File: src/rtl/chpf_pkg.sv
`timescale 1ns / 1ps
// Package for the CRC-32 header packet framer: item codes, status codes,
// header constants, sequencer states and the header byte lookup. No dependencies.
package chpf_pkg;

  localparam int FRAME_LEN_W = 11;
  localparam int CRC_STEP_W  = 4;

  localparam logic [1:0] FUNC_APPEND = 2'd0;
  localparam logic [1:0] FUNC_CLOSE  = 2'd1;
  localparam logic [1:0] FUNC_READ   = 2'd2;

  localparam logic [1:0] STAT_OK        = 2'd0;
  localparam logic [1:0] STAT_TOO_LONG  = 2'd1;
  localparam logic [1:0] STAT_NO_FRAME  = 2'd2;
  localparam logic [1:0] STAT_BUSY      = 2'd3;

  localparam logic [31:0] MAGIC_WORD   = 32'h3157_5245;
  localparam logic [31:0] STREAM_WORD  = 32'h4552_5a57;
  localparam logic [31:0] CRC_POLY     = 32'hedb8_8320;
  localparam logic [31:0] CRC_PRESET   = 32'hffff_ffff;
  localparam logic [15:0] HDR_VERSION  = 16'd1;
  localparam logic [15:0] HDR_KIND     = 16'd48;
  localparam logic [15:0] FLAG_FIRST   = 16'h0001;
  localparam logic [15:0] FLAG_LAST    = 16'h0002;
  localparam logic [15:0] HDR_LEN_WORD = 16'd32;
  localparam int          HDR_BYTES    = 32;
  localparam logic [CRC_STEP_W-1:0] CRC_STEPS = 4'd8;

  typedef enum logic [1:0] {
    ST_IDLE,
    ST_CRC,
    ST_MEM,
    ST_DONE
  } state_t;

  typedef struct packed {
    logic       start;
    logic       clear;
    logic [7:0] data;
  } crc_ctrl_t;

  function automatic logic [7:0] header_byte(input logic [4:0]  pos,
                                             input logic [31:0] seq,
                                             input logic [31:0] len,
                                             input logic [31:0] crc);
    logic [31:0] w;
    case (pos[4:2])
      3'd0:    w = MAGIC_WORD;
      3'd1:    w = {HDR_LEN_WORD, HDR_VERSION};
      3'd2:    w = STREAM_WORD;
      3'd3:    w = seq;
      3'd4:    w = {FLAG_FIRST | FLAG_LAST, HDR_KIND};
      3'd5:    w = len;
      3'd6:    w = ~crc;
      default: w = '0;
    endcase
    return w[{pos[1:0], 3'b000} +: 8];
  endfunction

endpackage

File: src/rtl/chpf_crc_unit.sv
`timescale 1ns / 1ps
// Bit-serial reflected CRC-32 unit: one shift and conditional XOR per cycle.
// Depends on chpf_pkg.
module chpf_crc_unit import chpf_pkg::*; (
  input  logic        clk,
  input  logic        rst,
  input  crc_ctrl_t   ctrl,
  output logic [31:0] crc,
  output logic        busy
);

  logic [CRC_STEP_W-1:0] steps;

  assign busy = (steps != '0);

  always_ff @(posedge clk) begin
    if (rst) begin
      crc   <= CRC_PRESET;
      steps <= '0;
    end else if (ctrl.clear) begin
      crc   <= CRC_PRESET;
      steps <= '0;
    end else if (ctrl.start) begin
      crc   <= crc ^ {24'd0, ctrl.data};
      steps <= CRC_STEPS;
    end else if (busy) begin
      crc   <= (crc >> 1) ^ (CRC_POLY & {32{crc[0]}});
      steps <= steps - 1'b1;
    end
  end

endmodule

File: config.mk
export PLATFORM = sky130hd
export DESIGN_NAME = chpf_crc_unit
export DESIGN_NICKNAME = d
export VERILOG_FILES = /design/src/rtl/chpf_pkg.sv /design/src/rtl/chpf_crc_unit.sv
export SDC_FILE = /design/constraint.sdc
export NUM_CORES = 1
export LEC_CHECK = 0
export ABC_AREA = 1
export BUFFER_PORTS_ARGS = -buffer_cell sky130_fd_sc_hd__buf_2
export CORE_UTILIZATION = 45
export CTS_CLUSTER_SIZE = 30
export DETAILED_ROUTE_END_ITERATION = 8
export PLACE_DENSITY = 0.7
export SYNTH_ARGS = -nofsm -noshare
export SYNTH_HDL_FRONTEND = slang
export SYNTH_SLANG_ARGS = --single-unit
export TNS_END_PERCENT = 30
File: constraint.sdc
create_clock -name clk -period 2.6 [get_ports clk]
set_input_delay 0.13 -clock clk [delete_from_list [all_inputs] [get_ports clk]]
set_output_delay 0.13 -clock clk [all_outputs]
set_load 0.05 [all_outputs]
==> results_dict.tcl, run 1 <==
set metrics [dict create \
    seqPwrFrac_pct 52.9 \
    power.density_mw_per_mm2 597 \
    core_mm2 0.00342 \
    worstPathCellList "inv_1 > ha_1 > nand3_4 > nand2_4 > inv_2 > nand2_1 > nand3_1" \
    period_needed_ps 1830 \
    synth_compound_area_share_pct 0.917 \
    combPwrFrac_pct 19.2 \
    ir_worst_vdd_mv 0.287 \
    top_usage_layer "met2" \
    cts_tree "built" \
    syn_area_per_cell_um2 7.87 \
    synth-seq-cells 36 \
    syn-cell-area_mm2 0.00164 \
    worstPathArrival_ps 2040 \
    diodes 0 \
    htreeDepth 2 \
    finClkSkew_ps 7.67 \
    die-area_mm2 0.00388 \
    critPathKind "flop to flop" \
    swShare_pct 32.1 \
    use_met1_pct 23.5 \
    yosys_warnings 0 \
    clkPwrFrac_pct 27.9 \
    layout_common_cells "nand2_1 (60), nand3_1 (52), buf_2 (44)" \
    dr.pass1.iters 4 \
    critPathSlowestCell "nand2_4" \
    cp_num_buf_inv 2 \
    initial_utilization_pct 47.9 \
    synthDistinctLibCells 18 \
    synth_nets 222 \
    post-cts-setup-buffers 0 \
    die-width_um 62.3 \
    slowest_delay_ps 390 \
    grt_pass1_wl_um 5740 \
    hold_buffers 0 \
    slew_violations 0 \
    grt_max_degree 34 \
    synthMuxAreaShare_pct 0 \
    max-clock-path-buffers 2 \
    use_met2_pct 29.0 \
    globalplace.congestion 0.769 \
    drt_iter0_drc 59 \
    port_buffers 44 \
    wl_per_cell_um 11.0 \
    drive_gt1_share_pct 23.9 \
    detailed_place_hpwl_um 2080 \
    rsz0062_at_grt "false" \
    row_count 21 \
    critPathLaunchType "flop" \
    dieHeight_um 62.3 \
    grt_use_total_pct 18.3 \
    slew_headroom_pct 44.4 \
    final_cells 293 \
    worstPathMaxFanout 32 \
    maxCapViolCount 0 \
    grt_pass1_vias 1325 \
    grtUsageMet3_pct 3.68 \
    finalSetupTns_ps 0 \
    vias 1430 \
    hold_violations 0 \
    endpoint_kind "flop" \
    vias_per_cell 4.88 \
    area_delta_synth_final_pct 14.9 \
    synth-simple-area-share_pct 34.3 \
    cts.sinks 36 \
    pin_count 45 \
    gr-total-overflow 0 \
    p_int_mw 0.762 \
    totalWireLength_um 3230 \
    cts_buffers 5 \
    syn_inst 208 \
    post-place-cells 285 \
    path_delay_family "simple AND/OR/NAND/NOR gates" \
    nNetsFinal 260 \
    cp_data_required_time_ps 2810 \
    synthAdderAreaFrac_pct 1.53 \
    outcome "completed" \
    synth_top_family_by_area "simple AND/OR/NAND/NOR gates" \
    antenna_found_initial 0 \
    worstMarginPinSlew_ps 833 \
    synth_xor_xnor_area_share_pct 11.2 \
    insertion_delay_ps 340 \
    period_share_pct 70.3 \
    setup_viol_count_final 0 \
    final_common_cell "nand2_1" \
    leakagePower_nw 0.868 \
    reg2reg_slack_ps 770 \
    min_path_type "primary input to flop" \
    drcViolationCount 0 \
    post_cts_resized 0 \
    switchingPower_mw 0.360 \
    ant_nets 0 \
    max_clock_freq_ghz 0.547 \
    ys_seq_area_share_pct 44.0 \
    clkTransAtPathRegs_ps 110 \
    cts-root-buf "clkbuf_4" \
]
[synthesized netlist by cell type, drive strengths merged]
master   n  area share [%]
nor2     9             2.1
o21ai    1            0.31
nor3b    1            0.46
a21oi    2            0.61
dfxtp   36              44
xnor2    8             4.3
inv      7             1.6
xor2    13             7.0
buf     14             6.4
ha       2             1.5
nand3   53              17
nor3     1            0.31
nand2   61              14
[through the flow]
stage               total power [mW]  setup WS [ps]  instance area [um2]  util [%]  hold WS [ps]
floorplan                      0.788           1270                 1640         -           278
detailed placement             0.821            815                 1820      53.3           392
global placement               0.820            878                 1820      53.3           388
finish                          1.12            772                 1880      55.1          40.8
global route                    1.19            613                 1880      55.1          83.8
CTS                             1.13            791                 1880      55.1          33.3
[kinds of logic (layout without fill, tap and decap cells)]
family / count (synthesis) / count (layout)
buffers and inverters: 21 / 60
adders and majority gates: 2 / 2
AOI/OAI and AO/OA: 3 / 3
and+or+nand+nor: 125 / 125
xor gates and xnor gates: 21 / 21
DFF: 36 / 36
[state kept, by name, summed over array words and instances, names as in the netlist]
| name | count |
|---|---|
| crc | 32 |
| steps | 4 |
[worst min-delay path, cell delays in order]
cell	delay, ps
buf_2	80
o21ai_0	70
nand3_1	70
[routing by layer]
layer | vias to the layer above | routed length (um)
met5 | - | 0
met4 | 0 | 53
met3 | 7 | 152
met2 | 35 | 1420
met1 | 645 | 1600
li1 | 743 | -
[power groups by stage]
stage | Sequential (mW) | Combinational (mW) | Clock, mW
after floorplan | 0.660 | 0.128 | 0
after global placement | 0.606 | 0.213 | 0
after detailed placement | 0.606 | 0.215 | 0
after CTS | 0.594 | 0.216 | 0.320
after global routing | 0.597 | 0.237 | 0.351
final | 0.593 | 0.215 | 0.313
[path summary, 6_finish.rpt]
path	start	end	depth (start not counted)
setup / recovery	steps[0]	crc[8]	7
hold / removal	ctrl[5]	crc[5]	3
setup reg to reg	steps[0]	crc[8]	7
hold reg to reg	steps[0]	steps[0]	2
[final cells by class]
type                       count  area [um2]
sequential                    36         721
inverter                       7        26.3
tap                           46        57.6
timing repair buffer          45         228
clock buffer                   6        51.3
multi-input combinational    151         787
clock inverter                 2        10.0
fill                         340        1540
No activity file was read; power rests on OpenSTA's default activity.
==> run 2: changes to the inputs <==
==> constraint.sdc (replaced) <==
create_clock -name clk -period 1.85 [get_ports clk]
set_input_delay 0.0925 -clock clk [delete_from_list [all_inputs] [get_ports clk]]
set_output_delay 0.0925 -clock clk [all_outputs]
set_load 0.05 [all_outputs]
==> run 2 against run 1 <==
  * Clock skew is 5.3 ps lower
  * Combinational power rose by 52%
  * Register-to-register slack lost 340 ps
  * Critical endpoint is now busy
  * Critical path type is now flop to output pin
  * Routed wire length is 4.3% higher
  * Clock-buffer cell count is the same
==> results_dict.tcl, run 2 (same netlist as run 1, synthesis figures left out) <==
set metrics [dict create \
    outcome "completed" \
    diodes 0 \
    row_count 21 \
    seqPwrFrac_pct 51.8 \
    hold_violations 0 \
    critPathLaunchType "flop" \
    area_delta_synth_final_pct 18.2 \
    period_needed_ps 1680 \
    grt_pass1_vias 1403 \
    holdWs_ps 110 \
    post-cts-setup-buffers 0 \
    worstRegToRegCells 7 \
    drt_iter0_drc 73 \
    worstMarginPinSlew_ps 346 \
    grt_max_degree 34 \
    finalSetupTns_ps 0 \
    cts_buffers 5 \
    dieHeight_um 62.3 \
    min_path_type "primary input to flop" \
    die-area_mm2 0.00388 \
    cp-startpoint "steps[0]" \
    drive_gt1_share_pct 25.3 \
    grt_use_total_pct 19.6 \
    leakagePower_nw 0.895 \
    rsz0062_at_grt "false" \
    die-width_um 62.3 \
    cts_tree "built" \
    pin_count 45 \
    gr-total-overflow 0 \
    period_share_pct 90.6 \
    core_mm2 0.00342 \
    cts-root-buf "clkbuf_4" \
    drcViolationCount 0 \
    vias 1454 \
    largest_reg_flops 32 \
    cts.sinks 36 \
    min_from "ctrl[1]" \
    endpoint_kind "output pin" \
    final_cells 299 \
    finClkSkew_ps 2.41 \
    worstPathArrival_ps 1580 \
    globalplace.congestion 0.755 \
    setup_viol_count_final 0 \
    slew_headroom_pct 76.9 \
    max_clock_freq_ghz 0.597 \
    critPathKind "flop to output pin" \
    totalWireLength_um 3370 \
    p_int_mw 1.08 \
    antenna_found_initial 0 \
    dr.pass1.iters 4 \
    insertion_delay_ps 340 \
    maxCapViolCount 0 \
    top_regs "crc: 32 flops, steps: 4 flops" \
    hold_depth 5 \
    layout_common_cells "nand2_1 (60), nand3_1 (52), buf_2 (43)" \
    regMostFlops "crc" \
    nNetsFinal 266 \
    htreeDepth 2 \
    final_common_cell "nand2_1" \
    grt_pass1_wl_um 6000 \
    combPwrFrac_pct 20.4 \
    switchingPower_mw 0.512 \
    detailed_place_hpwl_um 2260 \
    clkPwrFrac_pct 27.7 \
    initial_utilization_pct 47.9 \
    reg2reg_from "steps[0]" \
    vias_per_cell 4.86 \
    swShare_pct 32.1 \
    clkTransAtPathRegs_ps 100 \
    max-clock-path-buffers 2 \
    worstPathMaxFanout 25 \
    cp_data_required_time_ps 1760 \
    port_buffers 44 \
    ir_worst_vdd_mv 0.435 \
    slew_violations 0 \
    ant_nets 0 \
    post-place-cells 290 \
    power.density_mw_per_mm2 825 \
    wl_per_cell_um 11.3 \
]
## run 2: path summary, 6_finish.rpt
check / to / slack, ps
max: busy / 170
min: crc[1] / 110
max reg2reg: crc[24] / 430
min reg2reg: steps[0] / 470
## run 2: timing repair
item                                    in CTS  in global routing
hold buffers                                 1                  0
gates resized for setup                      0                  2
endpoints found under the hold margin        1                  0
endpoints found under the setup margin       0                  1
## run 2: critical path, stage by stage, from the launching register on
cell	delay, ps
dfxtp_1	340
inv_1	80
ha_1	250
nand3_4	110
buf_6	200
clkbuf_4	270
## run 2: cell type report
type / count / area (um2)
flip-flops and latches: 36 / 721
repair buffers: 51 / 282
well taps: 46 / 57.6
clock buffers: 6 / 51.3
multi-input cells: 151 / 787
inverters: 7 / 26.3
fillers: 359 / 1480
clock inverters: 2 / 10.0
## run 2: stage by stage
step           util (%)  setup slack [ps]  power [mW]  cell area (um2)
6_report           56.6               174        1.60             1930
5_1_grt            56.6              43.6        1.69             1930
4_1_cts            56.4              52.9        1.61             1930
3_5_place_dp       54.4               424        1.17             1860
3_3_place_gp       54.4               474        1.16             1860
2_1_floorplan         -               519        1.11             1640
## run 2: layer usage
metal	up-vias	share of wire (%)	track usage, %
li1	761	-	-
met1	656	46	22.4
met2	31	48	34.1
met3	6	4.5	6.80
met4	0	1.4	6.10
met5	-	0	0
## run 2: power groups by stage
stage / sequential [mW] / clock, mW / combinational (mW)
5_1_grt: 0.832 / 0.498 / 0.359
2_1_floorplan: 0.928 / 0 / 0.180
3_3_place_gp: 0.844 / 0 / 0.319
4_1_cts: 0.828 / 0.452 / 0.326
3_5_place_dp: 0.845 / 0 / 0.323
6_report: 0.827 / 0.443 / 0.326
==> run 3: changes to the inputs <==
--- a/config.mk
+++ b/config.mk
@@ -7,7 +7,9 @@
 export LEC_CHECK = 0
 export ABC_AREA = 1
 export BUFFER_PORTS_ARGS = -buffer_cell sky130_fd_sc_hd__buf_2
+export CORE_ASPECT_RATIO = 1.25
 export CORE_UTILIZATION = 45
+export CTS_CLUSTER_DIAMETER = 40
 export CTS_CLUSTER_SIZE = 30
 export DETAILED_ROUTE_END_ITERATION = 8
 export PLACE_DENSITY = 0.7
==> run 3 against run 2 <==
  * Critical path type is now flop to flop
  * First-iteration DRC count shrank 36%
  * Utilization shrank 0.60 points
  * Cell count down 3.0%
  * Non-clock buffer count fell by 2
  * Via count decreased by 0.76%
  * Fmax is 6.1% higher
==> results_dict.tcl, run 3 (same netlist as run 1, synthesis figures left out) <==
set metrics [dict create \
    outcome "completed" \
    core_mm2 0.00348 \
    power.density_mw_per_mm2 937 \
    antenna_found_initial 0 \
    htreeDepth 2 \
    initial_utilization_pct 47.0 \
    cp-startpoint "steps[0]" \
    critPathKind "flop to flop" \
    finalSetupTns_ps 0 \
    pin_count 45 \
    row_count 24 \
    rsz0062_at_grt "false" \
    dieHeight_um 69.4 \
    diodes 0 \
    reg2reg_from "steps[0]" \
    insertion_delay_ps 290 \
    vias_per_cell 4.98 \
    area_delta_synth_final_pct 19.3 \
    critPathLaunchType "flop" \
    ant_nets 0 \
    die-area_mm2 0.00388 \
    vias 1443 \
    dr.pass1.iters 4 \
    worstPathArrival_ps 1740 \
    slew_violations 0 \
    clkTransAtPathRegs_ps 80 \
    detailed_place_hpwl_um 2330 \
    worstRegToRegCells 7 \
    globalplace.congestion 0.858 \
    min_path_type "primary input to flop" \
    cts.sinks 36 \
    post-cts-setup-buffers 0 \
    rr_endpoint "crc[19]" \
    regMostFlops "crc" \
    nNetsFinal 264 \
    reg2reg_slack_ps 270 \
    cts_tree "built" \
    grt_pass1_wl_um 5780 \
    die-width_um 55.9 \
    largest_reg_flops 32 \
    maxCapViolCount 0 \
    drive_gt1_share_pct 25.1 \
    totalWireLength_um 3430 \
    grt_use_total_pct 18.7 \
    cp-endpoint "crc[19]" \
    final_common_cell "nand2_1" \
    drcViolationCount 0 \
    top_regs "crc: 32 flops, steps: 4 flops" \
    p_total_mw 1.83 \
    hold_buffers 0 \
    gr-total-overflow 0 \
    worstPathMaxFanout 24 \
    period_share_pct 85.3 \
    leakagePower_nw 0.902 \
    final_core_util_pct 56.0 \
    cp_data_required_time_ps 2010 \
    wl_per_cell_um 11.8 \
    slew_headroom_pct 77.2 \
    post_cts_resized 0 \
    max_clock_freq_ghz 0.633 \
    ir_worst_vdd_mv 0.669 \
    grt_max_degree 34 \
    grt_pass1_vias 1291 \
    setup_viol_count_final 0 \
    max-clock-path-buffers 2 \
    cts-root-buf "clkbuf_8" \
    holdWs_ps 52.0 \
    finClkSkew_ps 9.20 \
    cts_buffers 5 \
    port_buffers 44 \
    period_needed_ps 1580 \
    endpoint_kind "flop" \
    drt_iter0_drc 47 \
    worstMarginPinSlew_ps 342 \
    hold_violations 0 \
    layout_common_cells "nand2_1 (60), nand3_1 (52), buf_2 (44)" \
]
## run 3: cell count changes in the layout (fill, tap and decap cells not counted), sizes merged
| cell | before | now |
|---|---|---|
| clkinv | 2 | 1 |
| clkinvlp | 0 | 1 |
| clkbuf | 7 | 5 |
| dlygate4sd3 | 1 | 0 |
| bufinv | 0 | 1 |
## run 3: metrics by stage
stage / cells / setup slack (ps) / cell area, um2
final: 290 / 271 / 1950
after global routing: 290 / 142 / 1950
after detailed placement: 282 / 289 / 1840
after CTS: 290 / 274 / 1950
after floorplan: 208 / 519 / 1640
after global placement: 282 / 350 / 1840
## run 3: layout make-up
cell class | instances | area (um2)
clock buffer | 5 | 68.8
inverter | 7 | 26.3
clock inverter | 3 | 42.5
sequential | 36 | 721
tap | 39 | 48.8
multi-input combinational | 151 | 787
fill | 345 | 1530
timing repair buffer | 49 | 258
## run 3: worst min path at each step
stage | startpoint | end | slack [ps] | cells past startpoint
2_1_floorplan | ctrl[5] | crc[5] | 240 | 2
3_3_place_gp | ctrl[5] | crc[5] | 350 | 3
3_5_place_dp | ctrl[5] | crc[5] | 350 | 3
4_1_cts | ctrl[5] | crc[5] | 50 | 3
5_1_grt | ctrl[5] | crc[5] | 60 | 3
6_report | ctrl[5] | crc[5] | 50 | 3
## run 3: worst max-delay path, stage by stage (launching register included)
cell and delay (ps):
dfxtp_1 320, inv_1 120, ha_1 230, nand3_4 190, nand2_4 270, inv_2 170
nand2_1 90, nand3_1 70
## run 3: power by group
part / leakage, nW / internal, mW / switching [mW] / total [mW]
combinational: 0.555 / 0.0942 / 0.226 / 0.320
clock: 0.0541 / 0.399 / 0.284 / 0.683
sequential: 0.293 / 0.802 / 0.0237 / 0.826
total: 0.902 / 1.30 / 0.534 / 1.83
## run 3: metal layers
metal	GRT usage (%)	part of all wire, %
met5	0	0
met1	23.4	44
met2	30.9	50
met4	6.50	1.5
met3	5.22	4.2
